===== src/rtl/core/skv_pkg.sv =====
// Shared codes and types for the sorted key/value table.
package skv_pkg;

	localparam int KEY_W = 16;
	localparam int VAL_W = 16;
	localparam int OP_W  = 2;
	localparam int ST_W  = 3;

	localparam logic [OP_W-1:0] OP_INSERT = 2'd0;
	localparam logic [OP_W-1:0] OP_FIND   = 2'd1;
	localparam logic [OP_W-1:0] OP_DELETE = 2'd2;

	localparam logic [ST_W-1:0] ST_INSERTED  = 3'd0;
	localparam logic [ST_W-1:0] ST_DUPLICATE = 3'd1;
	localparam logic [ST_W-1:0] ST_FULL      = 3'd2;
	localparam logic [ST_W-1:0] ST_FOUND     = 3'd3;
	localparam logic [ST_W-1:0] ST_NOT_FOUND = 3'd4;
	localparam logic [ST_W-1:0] ST_DELETED   = 3'd5;
	localparam logic [ST_W-1:0] ST_EMPTY     = 3'd6;

	typedef struct packed {
		logic signed [KEY_W-1:0] key;
		logic [VAL_W-1:0]        value;
	} entry_t;

	// update broadcast to every cell
	typedef struct packed {
		logic ins;
		logic del;
	} cmd_t;

endpackage


===== src/rtl/core/skv_cell.sv =====
// One slot of the sorted chain: holds an entry, compares it, shifts left or right.
module skv_cell #(
	parameter int IDX   = 0,
	parameter int CNT_W = 5
) (
	input  logic                              clk,
	input  logic [CNT_W-1:0]                  fill,
	input  skv_pkg::cmd_t                     cmd,
	input  logic signed [skv_pkg::KEY_W-1:0]  req_key,
	input  logic [skv_pkg::VAL_W-1:0]         req_value,
	input  skv_pkg::entry_t                   left_entry,
	input  logic                              left_lt,
	input  skv_pkg::entry_t                   right_entry,
	output skv_pkg::entry_t                   entry,
	output logic                              lt,
	output logic                              eq
);

	skv_pkg::entry_t entry_q;
	logic            held;

	assign held  = CNT_W'(IDX) < fill;
	assign lt    = held && (entry_q.key < req_key);
	assign eq    = held && (entry_q.key == req_key);
	assign entry = entry_q;

	// cells below the insert/delete point keep their entry
	always_ff @(posedge clk) begin
		if (cmd.ins && !lt) begin
			if (left_lt) begin
				entry_q.key   <= req_key;
				entry_q.value <= req_value;
			end else begin
				entry_q <= left_entry;
			end
		end else if (cmd.del && !lt) begin
			entry_q <= right_entry;
		end
	end

endmodule


===== src/rtl/core/sorted_key_value_table_unit.sv =====
// Top level of the sorted key/value table: request control, cell chain, result register.
//
//  channel | valid     | stall     | payload
//  --------+-----------+-----------+---------------------------------
//  request | req_valid | req_stall | op, key, value
//  result  | rsp_valid | rsp_stall | status, found_value, entry_count
//
// A request is first captured into registers; then every cell compares against
// the key in parallel and the chain shifts to insert or delete.
// A new request is taken while a result waits in the output register.
// Reset clears the fill count and control; cell and result contents stay undefined.
// A stalled result holds the execute cycle back, and with it the request side.
module sorted_key_value_table_unit #(
	parameter int DEPTH = 16,
	localparam int CNT_W = $clog2(DEPTH + 1)
) (
	input  logic                              clk,
	input  logic                              arst_n,
	input  logic                              req_valid,
	output logic                              req_stall,
	input  logic [skv_pkg::OP_W-1:0]          op,
	input  logic signed [skv_pkg::KEY_W-1:0]  key,
	input  logic [skv_pkg::VAL_W-1:0]         value,
	output logic                              rsp_valid,
	input  logic                              rsp_stall,
	output logic [skv_pkg::ST_W-1:0]          status,
	output logic [skv_pkg::VAL_W-1:0]         found_value,
	output logic [CNT_W-1:0]                  entry_count
);

	logic                              exec_q;
	logic [skv_pkg::OP_W-1:0]          op_q;
	logic signed [skv_pkg::KEY_W-1:0]  key_q;
	logic [skv_pkg::VAL_W-1:0]         value_q;
	logic [CNT_W-1:0]                  fill_q;

	logic                              rsp_valid_q;
	logic [skv_pkg::ST_W-1:0]          status_q;
	logic [skv_pkg::VAL_W-1:0]         found_value_q;
	logic [CNT_W-1:0]                  count_q;

	skv_pkg::entry_t                   entries [DEPTH];
	logic [DEPTH-1:0]                  lt_vec;
	logic [DEPTH-1:0]                  eq_vec;
	skv_pkg::cmd_t                     cmd;

	logic                              go;
	logic                              any_eq;
	logic                              full;
	logic                              empty;
	logic [skv_pkg::VAL_W-1:0]         match_value;
	logic [skv_pkg::ST_W-1:0]          next_status;
	logic [CNT_W-1:0]                  next_fill;

	assign req_stall = exec_q;
	assign go        = exec_q && (!rsp_valid_q || !rsp_stall);

	always_ff @(posedge clk) begin
		if (req_valid && !req_stall) begin
			op_q    <= op;
			key_q   <= key;
			value_q <= value;
		end
	end

	always_ff @(posedge clk or negedge arst_n) begin
		if (!arst_n) begin
			exec_q <= 1'b0;
		end else if (req_valid && !req_stall) begin
			exec_q <= 1'b1;
		end else if (go) begin
			exec_q <= 1'b0;
		end
	end

	genvar gi;
	generate
		for (gi = 0; gi < DEPTH; gi++) begin : g_cell
			skv_pkg::entry_t left_e;
			skv_pkg::entry_t right_e;
			logic            left_l;

			if (gi == 0) begin : g_first
				assign left_e = entries[gi];
				assign left_l = 1'b1;
			end else begin : g_mid
				assign left_e = entries[gi-1];
				assign left_l = lt_vec[gi-1];
			end

			if (gi == DEPTH - 1) begin : g_last
				assign right_e = entries[gi];
			end else begin : g_inner
				assign right_e = entries[gi+1];
			end

			skv_cell #(
				.IDX   (gi),
				.CNT_W (CNT_W)
			) u_cell (
				.clk         (clk),
				.fill        (fill_q),
				.cmd         (cmd),
				.req_key     (key_q),
				.req_value   (value_q),
				.left_entry  (left_e),
				.left_lt     (left_l),
				.right_entry (right_e),
				.entry       (entries[gi]),
				.lt          (lt_vec[gi]),
				.eq          (eq_vec[gi])
			);
		end
	endgenerate

	// keys are unique, so at most one cell matches
	always_comb begin
		match_value = '0;
		for (int i = 0; i < DEPTH; i++) begin
			if (eq_vec[i]) begin
				match_value = match_value | entries[i].value;
			end
		end
	end

	assign any_eq = |eq_vec;
	assign full   = fill_q == CNT_W'(DEPTH);
	assign empty  = fill_q == '0;

	always_comb begin
		cmd         = '0;
		next_status = skv_pkg::ST_NOT_FOUND;
		next_fill   = fill_q;
		case (op_q)
			skv_pkg::OP_INSERT: begin
				if (any_eq) begin
					next_status = skv_pkg::ST_DUPLICATE;
				end else if (full) begin
					next_status = skv_pkg::ST_FULL;
				end else begin
					next_status = skv_pkg::ST_INSERTED;
					cmd.ins     = go;
					next_fill   = fill_q + CNT_W'(1);
				end
			end
			skv_pkg::OP_FIND: begin
				if (empty) begin
					next_status = skv_pkg::ST_EMPTY;
				end else if (any_eq) begin
					next_status = skv_pkg::ST_FOUND;
				end
			end
			skv_pkg::OP_DELETE: begin
				if (empty) begin
					next_status = skv_pkg::ST_EMPTY;
				end else if (any_eq) begin
					next_status = skv_pkg::ST_DELETED;
					cmd.del     = go;
					next_fill   = fill_q - CNT_W'(1);
				end
			end
			default: begin
				next_status = skv_pkg::ST_NOT_FOUND;
			end
		endcase
	end

	always_ff @(posedge clk or negedge arst_n) begin
		if (!arst_n) begin
			fill_q      <= '0;
			rsp_valid_q <= 1'b0;
		end else begin
			if (go) begin
				fill_q      <= next_fill;
				rsp_valid_q <= 1'b1;
			end else if (!rsp_stall) begin
				rsp_valid_q <= 1'b0;
			end
		end
	end

	always_ff @(posedge clk) begin
		if (go) begin
			status_q      <= next_status;
			found_value_q <= (next_status == skv_pkg::ST_FOUND) ? match_value : '0;
			count_q       <= next_fill;
		end
	end

	assign rsp_valid   = rsp_valid_q;
	assign status      = status_q;
	assign found_value = found_value_q;
	assign entry_count = count_q;

endmodule

===== config.mk =====
export PLATFORM = sky130hd
export DESIGN_NAME = sorted_key_value_table_unit
export DESIGN_NICKNAME = d
export VERILOG_FILES = /design/src/rtl/core/skv_pkg.sv /design/src/rtl/core/skv_cell.sv /design/src/rtl/core/sorted_key_value_table_unit.sv
export SDC_FILE = /design/constraint.sdc
export NUM_CORES = 2
export LEC_CHECK = 0
export ABC_AREA = 1
export BUFFER_PORTS_ARGS = -buffer_cell sky130_fd_sc_hd__buf_2
export CORE_MARGIN = 2
export CORE_UTILIZATION = 25
export DETAILED_ROUTE_END_ITERATION = 10
export PLACE_DENSITY_LB_ADDON = 0.12
export SYNTH_ARGS = -nofsm -noshare
export SYNTH_HDL_FRONTEND = slang
export SYNTH_SLANG_ARGS = --single-unit

===== constraint.sdc =====
create_clock -name clk -period 6.9 [get_ports clk]
set_clock_uncertainty 0.2 [all_clocks]
set_input_delay 0.345 -clock clk [delete_from_list [all_inputs] [get_ports clk]]
set_output_delay 0.345 -clock clk [all_outputs]
set_load 0.03 [all_outputs]

==> results_dict.tcl <==
set metrics [dict create \
    finalSetupTns_ps 0 \
    r2r_end "g_cell[1].u_cell.entry[25]" \
    p_leak_nw 18.4 \
    drive_gt1_share_pct 7.08 \
    worst_slack_ps 1740 \
    crit_path_max_fanout 21 \
    finalCritPeriodShare_pct 74.8 \
    wl_microns 154000 \
    clock_power_share_pct 27.1 \
    clock_latency_ps 700 \
    dieArea_sq_um 151000 \
    grt_overflow 0 \
    dp_cells 6528 \
    hpwl_microns 113000 \
    async_reset_ff_share_pct 1.21 \
    use_met3_pct 3.78 \
    synth_nets 4977 \
    startpoint_type "flip-flop" \
    core_region_area_sq_um 147000 \
    cap_viol_max_count 0 \
    synth_top_cell_by_area "edfxtp_1" \
    root_buffer "clkbuf_16" \
    power_density_nw_per_um2 352 \
    hold_path_class "input port to flip-flop" \
    clock_sinks 577 \
    grtUsageMet2_pct 29.5 \
    synth_area_leaders "edfxtp_1 46%, nand2_1 20%, ha_1 8.8%" \
    setup.worst_path.end_class "flip-flop" \
    syn-cell-area_sq_um 37000 \
    drt_first_pass_iters 5 \
    ys_types 43 \
    rsz0062_at_grt "no" \
    synth_top_area_share_pct 46.3 \
    crit_required_ps 7070 \
    top_usage_layer "met1" \
    vias 32594 \
    grt_max_degree 66 \
    initial_core_util_pct 25.1 \
    power.share.combinational_pct 38.1 \
    worstMarginPinSlew_ps 1200 \
    clk_path_buf_depth 3 \
    clk_pin_slew_ps 60 \
    grt_use_total_pct 20.2 \
    post_drt_wl_per_cell_microns 23.0 \
    synthFlopType "edfxtp_1" \
    drt_iter0_drc 3226 \
    boundaryPins 64 \
    p_seq_share_pct 34.8 \
    fp-row-count 141 \
    synth-edff-count 570 \
    r2r_setup_slack_ps 1740 \
    numCtsBuffers 78 \
    slew_headroom_pct 19.8 \
    grt_pass1_wl_microns 225000 \
    arrival_ps 5330 \
    hp-start "value[0]" \
    timing.rr.start "key_q[3]" \
    placed_area_sq_um 39700 \
    place_ws_ps 1760 \
    final.min_clock_period_ps 5160 \
    vias_per_cell 4.86 \
    intPower_mw 8.52 \
    syn_inst 4679 \
    finalSetupViolations 0 \
    reg2regPathDepth 18 \
    synth_common_cells "1950 x nand2_1, 583 x o21ai_0, 570 x edfxtp_1" \
    final-hold-violation-count 0 \
    gp_congestion 0.859 \
    crit_type "flip-flop to flip-flop" \
    final_max_slew_viol_count 0 \
    worstHoldEndpoint "value_q[0]" \
    die_x_microns 388 \
    antenna_found_initial 9 \
    cts_tree "done" \
    swShare_pct 43.0 \
    drc_errors 0 \
    ys_seq_elements 577 \
    diodes 0 \
    design_area_sq_um 42500 \
    power_mw 15.0 \
    synthToLayoutAreaGrowth_pct 15.1 \
    switchingPower_mw 6.44 \
    final_cells 6707 \
    ys_warn_count 0 \
    finish.net_count 5014 \
    htree_levels 3 \
    synth_seq_area_share_pct 46.8 \
    fill_cells 15953 \
    yosys.cell_count.top_type "nand2_1" \
    syn_avg_cell_area_sq_um 7.90 \
    fmax_ghz 0.194 \
    hold_depth 2 \
    grt_pass1_vias 31285 \
    use_met1_pct 30.4 \
    port_buffers 63 \
    ir_worst_vdd_v 0.000209 \
    ant_nets 0 \
    status "finished, final reports clean" \
    crit_start "key_q[3]" \
    die_height_microns 388 \
    cts_resized 0 \
]
## metrics by stage
step,utilization [%],hold WS [ps]
floorplan,-,-151
global placement,27.0,71.6
detailed placement,27.0,68.6
CTS,28.9,124
global route,28.9,142
finish,28.9,172
## layout make-up
type,instances,area (sq um),share of cell area [%]
Clock inverter,47,339,0.797
Tap cell,1930,2410,5.68
Clock buffer,94,2100,4.93
Inverter,319,1200,2.82
Multi-Input combinational cell,3537,17700,41.6
Sequential cell,577,17300,40.7
Timing Repair Buffer,203,1500,3.52
## sequential cells by signal (all words and copies together) (netlist names)
| register | count |
|---|---|
| entry_count | 5 |
| fill_q | 5 |
| found_value | 16 |
| g_cell.u_cell.entry | 512 |
| key_q | 16 |
| op_q | 2 |
| req_stall | 1 |
| rsp_valid | 1 |
| status | 3 |
| value_q | 16 |
## worst max-delay path by stage
stage / depth (start not counted) / slack, ps / end
after floorplan: 17 / 1740 / g_cell[0].u_cell.entry[0]
after global placement: 16 / 1760 / g_cell[7].u_cell.entry[27]
after detailed placement: 16 / 1760 / g_cell[7].u_cell.entry[27]
after CTS: 16 / 1750 / g_cell[13].u_cell.entry[21]
after global routing: 19 / 1400 / g_cell[1].u_cell.entry[25]
final: 18 / 1740 / g_cell[1].u_cell.entry[25]
## power groups by stage
stage | logic [mW] | registers [mW] | clock network [mW]
6_report | 5.70 | 5.20 | 4.06
5_1_grt | 6.44 | 5.26 | 4.26
4_1_cts | 5.73 | 5.20 | 4.15
3_5_place_dp | 5.69 | 5.26 | 0
3_3_place_gp | 5.67 | 5.27 | 0
2_1_floorplan | 3.62 | 5.13 | 0
## kinds of logic (layout without fill, tap and decap cells)
family                     after synthesis  count (layout)  share of synthesized area [%]
and+or+nand+nor                       2368            2368                           25.3
AOI/OAI and AO/OA                      902             902                           12.9
DFF                                    577             577                           46.8
buffers and inverters                  565             663                           6.02
adders and majority gates              260             260                           8.80
xor gates and xnor gates                 7               7                          0.166
## routing by layer
layer | up-vias | routed length [microns] | part of all wire [%]
li1 | 15818 | - | -
met1 | 15543 | 76300 | 49
met2 | 1037 | 64000 | 41
met3 | 194 | 10400 | 6.7
met4 | 2 | 3630 | 2.3
met5 | - | 8 | 0.0052
## placed cells by master, fill, tap and decap left out, types with 49 or more instances in the layout
master	Yosys	routed
nand2_1	1950	1949
o21ai_0	583	583
edfxtp_1	570	570
inv_1	301	300
ha_1	260	260
nor2_1	190	167
a21oi_1	148	148
nand3_1	148	138
buf_4	9	99
clkbuf_16	0	82
buf_2	50	63
o211ai_1	52	52
o22ai_1	49	49
## timing repair
action | in CTS | in global routing
hold endpoints to repair | 43 | 0
hold buffers | 38 | 0
buffers inserted | 0 | 0
## critical path, stage by stage (launching register included)
cell	delay, ps
edfxtp_1	370
inv_1	730
ha_1	250
nand2_1	80
nor2_1	120
nand2_1	70
nor2_2	490
nand2_1	290
nand2_1	160
inv_1	40
nand2_1	80
nor2_1	40
nand2_1	300
nand3_1	130
nand2_1	150
clkinv_1	90
buf_4	210
nor2_4	670
buf_4	330
Note: power is estimated with default switching activity, not from simulation.
